--- src/aspf_pkg.sv ---
package aspf_pkg;

  localparam int COORD_W        = 3;
  localparam int G_W            = 7;
  localparam int DIM_W          = 4;
  localparam int CFG_IDX_W      = 2;
  localparam int DEF_MAX_WIDTH  = 8;
  localparam int DEF_MAX_HEIGHT = 8;

  localparam logic [CFG_IDX_W-1:0] CFG_REG_WIDTH  = 2'd0;
  localparam logic [CFG_IDX_W-1:0] CFG_REG_HEIGHT = 2'd1;

  localparam logic [G_W-1:0] G_UNREACHED = 7'd127;

  localparam logic [1:0] ST_NONE   = 2'd0;
  localparam logic [1:0] ST_OPEN   = 2'd1;
  localparam logic [1:0] ST_CLOSED = 2'd2;

  localparam logic [2:0] OL_NOP    = 3'd0;
  localparam logic [2:0] OL_CLEAR  = 3'd1;
  localparam logic [2:0] OL_POP    = 3'd2;
  localparam logic [2:0] OL_INSERT = 3'd3;
  localparam logic [2:0] OL_UPDATE = 3'd4;

  typedef struct packed {
    logic [COORD_W-1:0] x;
    logic [COORD_W-1:0] y;
    logic [G_W-1:0]     f;
  } ol_entry_t;

  typedef struct packed {
    logic [2:0] op;
    ol_entry_t  ent;
  } ol_cmd_t;

  typedef struct packed {
    logic [G_W-1:0]     g;
    logic [G_W-1:0]     f;
    logic [COORD_W-1:0] px;
    logic [COORD_W-1:0] py;
    logic               pv;
    logic [1:0]         st;
  } cell_rec_t;

  localparam cell_rec_t REC_RESET = '{g: G_UNREACHED, f: '0, px: '0, py: '0,
                                      pv: 1'b0, st: ST_NONE};

  function automatic logic [COORD_W-1:0] absd(input logic [COORD_W-1:0] a,
                                              input logic [COORD_W-1:0] b);
    return (a > b) ? (a - b) : (b - a);
  endfunction

endpackage

--- src/aspf_cell.sv ---
module aspf_cell (
  input  logic                clk,
  input  logic                rst_n,
  input  aspf_pkg::ol_cmd_t   cmd,
  input  logic                above,
  input  logic                prev_valid,
  input  aspf_pkg::ol_entry_t prev_ent,
  input  logic                next_valid,
  input  aspf_pkg::ol_entry_t next_ent,
  output logic                valid,
  output aspf_pkg::ol_entry_t ent,
  output logic                mark
);
  import aspf_pkg::*;

  logic      valid_r, valid_nxt;
  ol_entry_t ent_r, ent_nxt;

  assign valid = valid_r;
  assign ent   = ent_r;
  // insertion point: first entry from the head whose F is at least the new F, or the first empty cell
  assign mark  = !valid_r || (ent_r.f >= cmd.ent.f);

  always_comb begin
    valid_nxt = valid_r;
    ent_nxt   = ent_r;
    unique case (cmd.op)
      OL_CLEAR: begin
        valid_nxt = 1'b0;
      end
      OL_POP: begin
        valid_nxt = next_valid;
        ent_nxt   = next_ent;
      end
      OL_INSERT: begin
        if (above) begin
          valid_nxt = prev_valid;
          ent_nxt   = prev_ent;
        end else if (mark) begin
          valid_nxt = 1'b1;
          ent_nxt   = cmd.ent;
        end
      end
      OL_UPDATE: begin
        if (valid_r && ent_r.x == cmd.ent.x && ent_r.y == cmd.ent.y) begin
          ent_nxt.f = cmd.ent.f;
        end
      end
      default: begin
      end
    endcase
  end

  always_ff @(posedge clk) begin
    if (!rst_n) begin
      valid_r <= 1'b0;
    end else begin
      valid_r <= valid_nxt;
    end
  end

  always_ff @(posedge clk) begin
    ent_r <= ent_nxt;
  end

endmodule

--- src/aspf_open_list.sv ---
module aspf_open_list #(
  parameter int DEPTH = aspf_pkg::DEF_MAX_WIDTH * aspf_pkg::DEF_MAX_HEIGHT
) (
  input  logic                         clk,
  input  logic                         rst_n,
  input  aspf_pkg::ol_cmd_t            cmd,
  output aspf_pkg::ol_entry_t          head,
  output logic                         head_valid,
  output logic [$clog2(DEPTH+1)-1:0]   count
);
  import aspf_pkg::*;

  localparam int CNT_W = $clog2(DEPTH + 1);

  logic [DEPTH-1:0] valid;
  logic [DEPTH-1:0] mark;
  ol_entry_t        ents [DEPTH];
  logic [CNT_W-1:0] count_r, count_nxt;

  for (genvar j = 0; j < DEPTH; j++) begin : g_cell
    logic      pv, nv, ab;
    ol_entry_t pe, ne;
    if (j == 0) begin : g_first
      assign pv = 1'b0;
      assign pe = '0;
      assign ab = 1'b0;
    end else begin : g_mid
      assign pv = valid[j-1];
      assign pe = ents[j-1];
      assign ab = |mark[j-1:0];
    end
    if (j == DEPTH - 1) begin : g_last
      assign nv = 1'b0;
      assign ne = '0;
    end else begin : g_inner
      assign nv = valid[j+1];
      assign ne = ents[j+1];
    end
    aspf_cell u_cell (
      .clk        (clk),
      .rst_n      (rst_n),
      .cmd        (cmd),
      .above      (ab),
      .prev_valid (pv),
      .prev_ent   (pe),
      .next_valid (nv),
      .next_ent   (ne),
      .valid      (valid[j]),
      .ent        (ents[j]),
      .mark       (mark[j])
    );
  end

  assign head       = ents[0];
  assign head_valid = valid[0];
  assign count      = count_r;

  always_comb begin
    count_nxt = count_r;
    unique case (cmd.op)
      OL_CLEAR:  count_nxt = '0;
      OL_POP:    if (count_r != '0) count_nxt = count_r - 1'b1;
      OL_INSERT: if (count_r != CNT_W'(DEPTH)) count_nxt = count_r + 1'b1;
      default:   count_nxt = count_r;
    endcase
  end

  always_ff @(posedge clk) begin
    if (!rst_n) begin
      count_r <= '0;
    end else begin
      count_r <= count_nxt;
    end
  end

  assert property (@(posedge clk) disable iff (!rst_n)
    count_r <= CNT_W'(DEPTH))
    else $error("open list count overflow");

  assert property (@(posedge clk) disable iff (!rst_n)
    (count_r == '0) == !valid[0])
    else $error("open list head disagrees with count");

  assert property (@(posedge clk) disable iff (!rst_n)
    (cmd.op == OL_INSERT && count_r != CNT_W'(DEPTH)) |=> valid[0])
    else $error("insert left the list empty");

endmodule
--- config.mk ---
export PLATFORM = sky130hd
export DESIGN_NAME = aspf_open_list
export DESIGN_NICKNAME = d
export VERILOG_FILES = /design/src/aspf_pkg.sv /design/src/aspf_cell.sv /design/src/aspf_open_list.sv
export SDC_FILE = /design/constraint.sdc
export NUM_CORES = 2
export LEC_CHECK = 0
export ABC_AREA = 1
export BUFFER_PORTS_ARGS = -buffer_cell sky130_fd_sc_hd__buf_2
export CORE_MARGIN = 2
export CORE_UTILIZATION = 35
export DETAILED_ROUTE_END_ITERATION = 6
export PLACE_DENSITY_LB_ADDON = 0.12
export RECOVER_POWER = 50
export SYNTH_ARGS = -nofsm -noshare
export SYNTH_HDL_FRONTEND = slang
export SYNTH_SLANG_ARGS = --single-unit
--- constraint.sdc ---
create_clock -name clk -period 6.2 [get_ports clk]
set_input_delay 1.24 -clock clk [delete_from_list [all_inputs] [get_ports clk]]
set_output_delay 1.24 -clock clk [all_outputs]
set_load 0.005 [all_outputs]
==> impl_metrics.py <==
metrics = {
    "outcome": {
        "status": "complete, but fails checks",
        "violations": "max-capacitance violations, max-slew violations",
    },
    "synth": {
        "synth_top_area_share_pct": 39.3,
        "ys_async_sr_fraction_pct": 0,
        "ys_ff_latch": 903,
        "ys_top_cells_by_area": "edfxtp_1, nand2_1, ha_1",
        "synth_nets": 8551,
        "netlist_instances": 8079,
        "yosys_warnings": 0,
        "synth_common_cells": "nand2_1, edfxtp_1, inv_1",
        "avgSynthCellArea_um2": 7.88,
        "synth_enable_flop_cells": 832,
        "synth.most_common_cell": "nand2_1",
        "ys_types": 57,
        "ys.flop_type": "edfxtp_1",
        "yosysTopAreaCell": "edfxtp_1",
        "seq_area_frac_synth_pct": 41.5,
        "synth_area_um2": 63600,
    },
    "timing": {
        "hold_viol_final": 0,
        "max_freq_ghz": 0.177,
        "rsz0062_at_grt": "no",
        "layout_min_cycle_time_ns": 5.66,
        "fin_tns_setup_ns": 0,
        "final_max_slew_viol_count": 73,
        "finalClockSkew_ns": 0.0439,
        "finalSetupViolCount": 0,
        "period_share_pct": 91.3,
        "max_slew_margin_pct": -29.1,
        "worst_pin_slew_ns": 1.93,
    },
    "clocking": {
        "clock_sinks": 903,
        "clockBufferDepth": 3,
        "cts_tree": "done",
        "ctsHoldBuffers": 0,
        "post_cts_buffers": 0,
        "cts_buffers": 116,
        "htreeDepth": 3,
        "cts_resized": 0,
        "cts-root-buf": "clkbuf_16",
        "clk_latency_ns": 0.78,
        "clk_pin_slew_ns": 0.06,
    },
    "power_and_ir_drop": {
        "p_per_area_nw_per_um2": 245,
        "p_sw_share_pct": 29.8,
        "p_clk_share_pct": 40.3,
        "power.leakage_uw": 0.0286,
        "power_frac_comb_pct": 15.6,
        "cellInternalPower_uw": 12000,
        "p_seq_share_pct": 44.1,
        "p_switching_uw": 5100,
        "peakVddDrop_uv": 208,
    },
    "floorplanning": {
        "initial_core_util_pct": 35.2,
        "core_um2": 181000,
        "die-width_um": 430,
        "pin_count": 39,
        "die_y_um": 430,
        "die-area_um2": 185000,
        "rows": 156,
    },
    "place": {
        "postPlaceCellArea_um2": 66300,
        "place_congestion": 0.862,
        "port_buffers": 38,
        "hpwlAfterDp_um": 171000,
    },
    "setup_path": {
        "r2r_cells": 13,
        "crit_slowest_cell": "inv_1",
        "cp_max_fo": 39,
        "critPathBufInv": 5,
        "worstSetupEndpointType": "register",
        "path_class": "in -> reg",
        "cp.required_ns": 6.82,
        "worst_setup_path_start_kind": "input pin",
        "slowest_delay_ns": 1.36,
        "cp_top_family": "buffers and inverters",
        "critical_path_depth": 10,
        "worstPathArrival_ns": 6.28,
        "path_cells": "clkbuf_1, inv_1, nor2_4, inv_1, nor2_1, clkinv_2, clkbuf_1, o22ai_1, nand3_1, a21oi_1",
    },
    "finish": {
        "drive_gt1_share_pct": 5.21,
        "fillers": 18740,
        "fin_nets": 8315,
        "syn_to_final_growth_pct": 9.72,
        "design_area_um2": 69800,
        "postLayoutCoreUtil_pct": 38.6,
    },
    "worst_hold_path": {
        "min_path_cells": 2,
        "worstHoldPathType": "reg -> reg",
    },
    "global_route": {
        "grt_max_degree": 185,
        "antenna_found_initial": 6,
        "grt_pass1_vias": 57562,
        "grt_first_pass_wirelength_um": 377000,
        "grt_overflow": 0,
        "grt_usage_pct": 26.5,
    },
    "detailed_routing": {
        "dr.pass1.iters": 6,
        "vias": 59647,
        "post_drt_wl_per_cell_um": 24.6,
        "first_iter_violations": 6105,
        "drcViolationCount": 0,
        "drt-total-wl_um": 254000,
        "ant_nets": 0,
        "routed_via_density": 5.78,
    },
    "flow_run": {
        "drv_cap": 3,
    },
}
-- worst paths after layout --
check | start | endpoint | slack, ns
worst min register to register | g_cell[41].u_cell.valid | g_cell[41].u_cell.valid | 0.46
worst min-delay path | g_cell[41].u_cell.valid | g_cell[41].u_cell.valid | 0.46
worst max-delay path | cmd[14] | g_cell[55].u_cell.valid | 0.54
worst max register to register | g_cell[1].u_cell.ent[4] | g_cell[25].u_cell.ent[12] | 1.38
-- through the flow --
| stage | total power, µW | cells | hold slack (ns) | worst slack, ns |
|---|---|---|---|---|
| 6_report | 17100 | 10318 | 0.460 | 0.537 |
| 5_1_grt | 17800 | 10314 | 0.475 | 0.535 |
| 4_1_cts | 17200 | 10313 | 0.459 | 1.48 |
| 3_5_place_dp | 10300 | 10095 | 0.450 | 0.672 |
| 3_3_place_gp | 10200 | 10095 | 0.446 | 0.716 |
| 2_1_floorplan | 9270 | 8079 | 0.439 | 0.0295 |
-- placed cells by master, fill, tap and decap left out, types with 12 or more instances in the layout --
cell,synthesis,routed
a2111oi_0,34,34
a211oi_1,13,13
a21oi_1,416,416
a221oi_1,32,32
a22oi_1,12,12
buf_12,1,28
buf_2,35,15
buf_4,3,119
clkbuf_1,436,72
clkbuf_16,0,118
clkinv_1,11,23
clkinv_2,0,19
dfxtp_1,71,71
edfxtp_1,832,832
ha_1,453,453
inv_1,789,781
inv_2,17,16
nand2_1,2080,2077
nand2_2,19,17
nand3_1,764,766
nand4_1,43,52
nor2_1,444,444
nor3_1,28,28
nor4_1,18,18
o2111ai_1,44,44
o211ai_1,234,234
o21ai_0,626,626
o21ai_1,29,29
o221ai_1,168,168
o22ai_1,198,198
xnor2_1,22,22
xor2_1,25,25
-- logic make-up (layout without fill, tap and decap cells) --
| kind of cell | Yosys count | count (layout) | synth area share (%) |
|---|---|---|---|
| flip-flops | 903 | 903 | 41.5 |
| AO/OA/AOI/OAI | 1849 | 1849 | 17.8 |
| XOR/XNOR | 47 | 47 | 0.647 |
| AND/OR/NAND/NOR | 3455 | 3455 | 22.9 |
| adder cells (fa/ha/maj) | 454 | 454 | 8.94 |
| other | 0 | 5 | 0 |
| buffers and inverters | 1371 | 1235 | 8.26 |
-- area by class of cell --
| type | instances | area (µm²) | area share, % |
|---|---|---|---|
| inverter | 817 | 3120 | 4.47 |
| clock buffer | 167 | 3250 | 4.65 |
| clock inverter | 51 | 477 | 0.683 |
| sequential | 903 | 26400 | 37.8 |
| timing repair buffer | 200 | 1680 | 2.41 |
| multi-input combinational | 5805 | 31900 | 45.7 |
| tap | 2370 | 2970 | 4.25 |
| antenna | 5 | 12.5 | 0.0179 |
-- sequential cells by signal, summed over array words and instances, names as in the netlist --
name and flops:
g_cell.u_cell.valid 64, g_cell.u_cell.ent 832, count 7
-- tightest hold or removal path, cell delays in order, from the launching register on --
cell and delay (ns):
dfxtp_1 0.30, nand2_1 0.06, a21oi_1 0.05
-- power by group through the flow --
stage                     Combinational (µW)  Clock [µW]  Sequential [µW]
after floorplan                         1760           0             7500
after global placement                  2580           0             7660
after detailed placement                2640           0             7670
after CTS                               2650        6980             7540
after global routing                    2980        7180             7590
final                                   2670        6890             7550
-- routing by layer --
metal	wire [µm]	part of all wire [%]	vias to the layer above	global-route usage [%]
met5	13	0.0051	-	0
met4	8700	3.4	2	9.24
met3	17700	7.0	408	3.33
met2	113000	45	2319	42.1
met1	114000	45	29032	37.2
li1	-	-	27886	-
No activity file was read; power rests on OpenSTA's default activity.
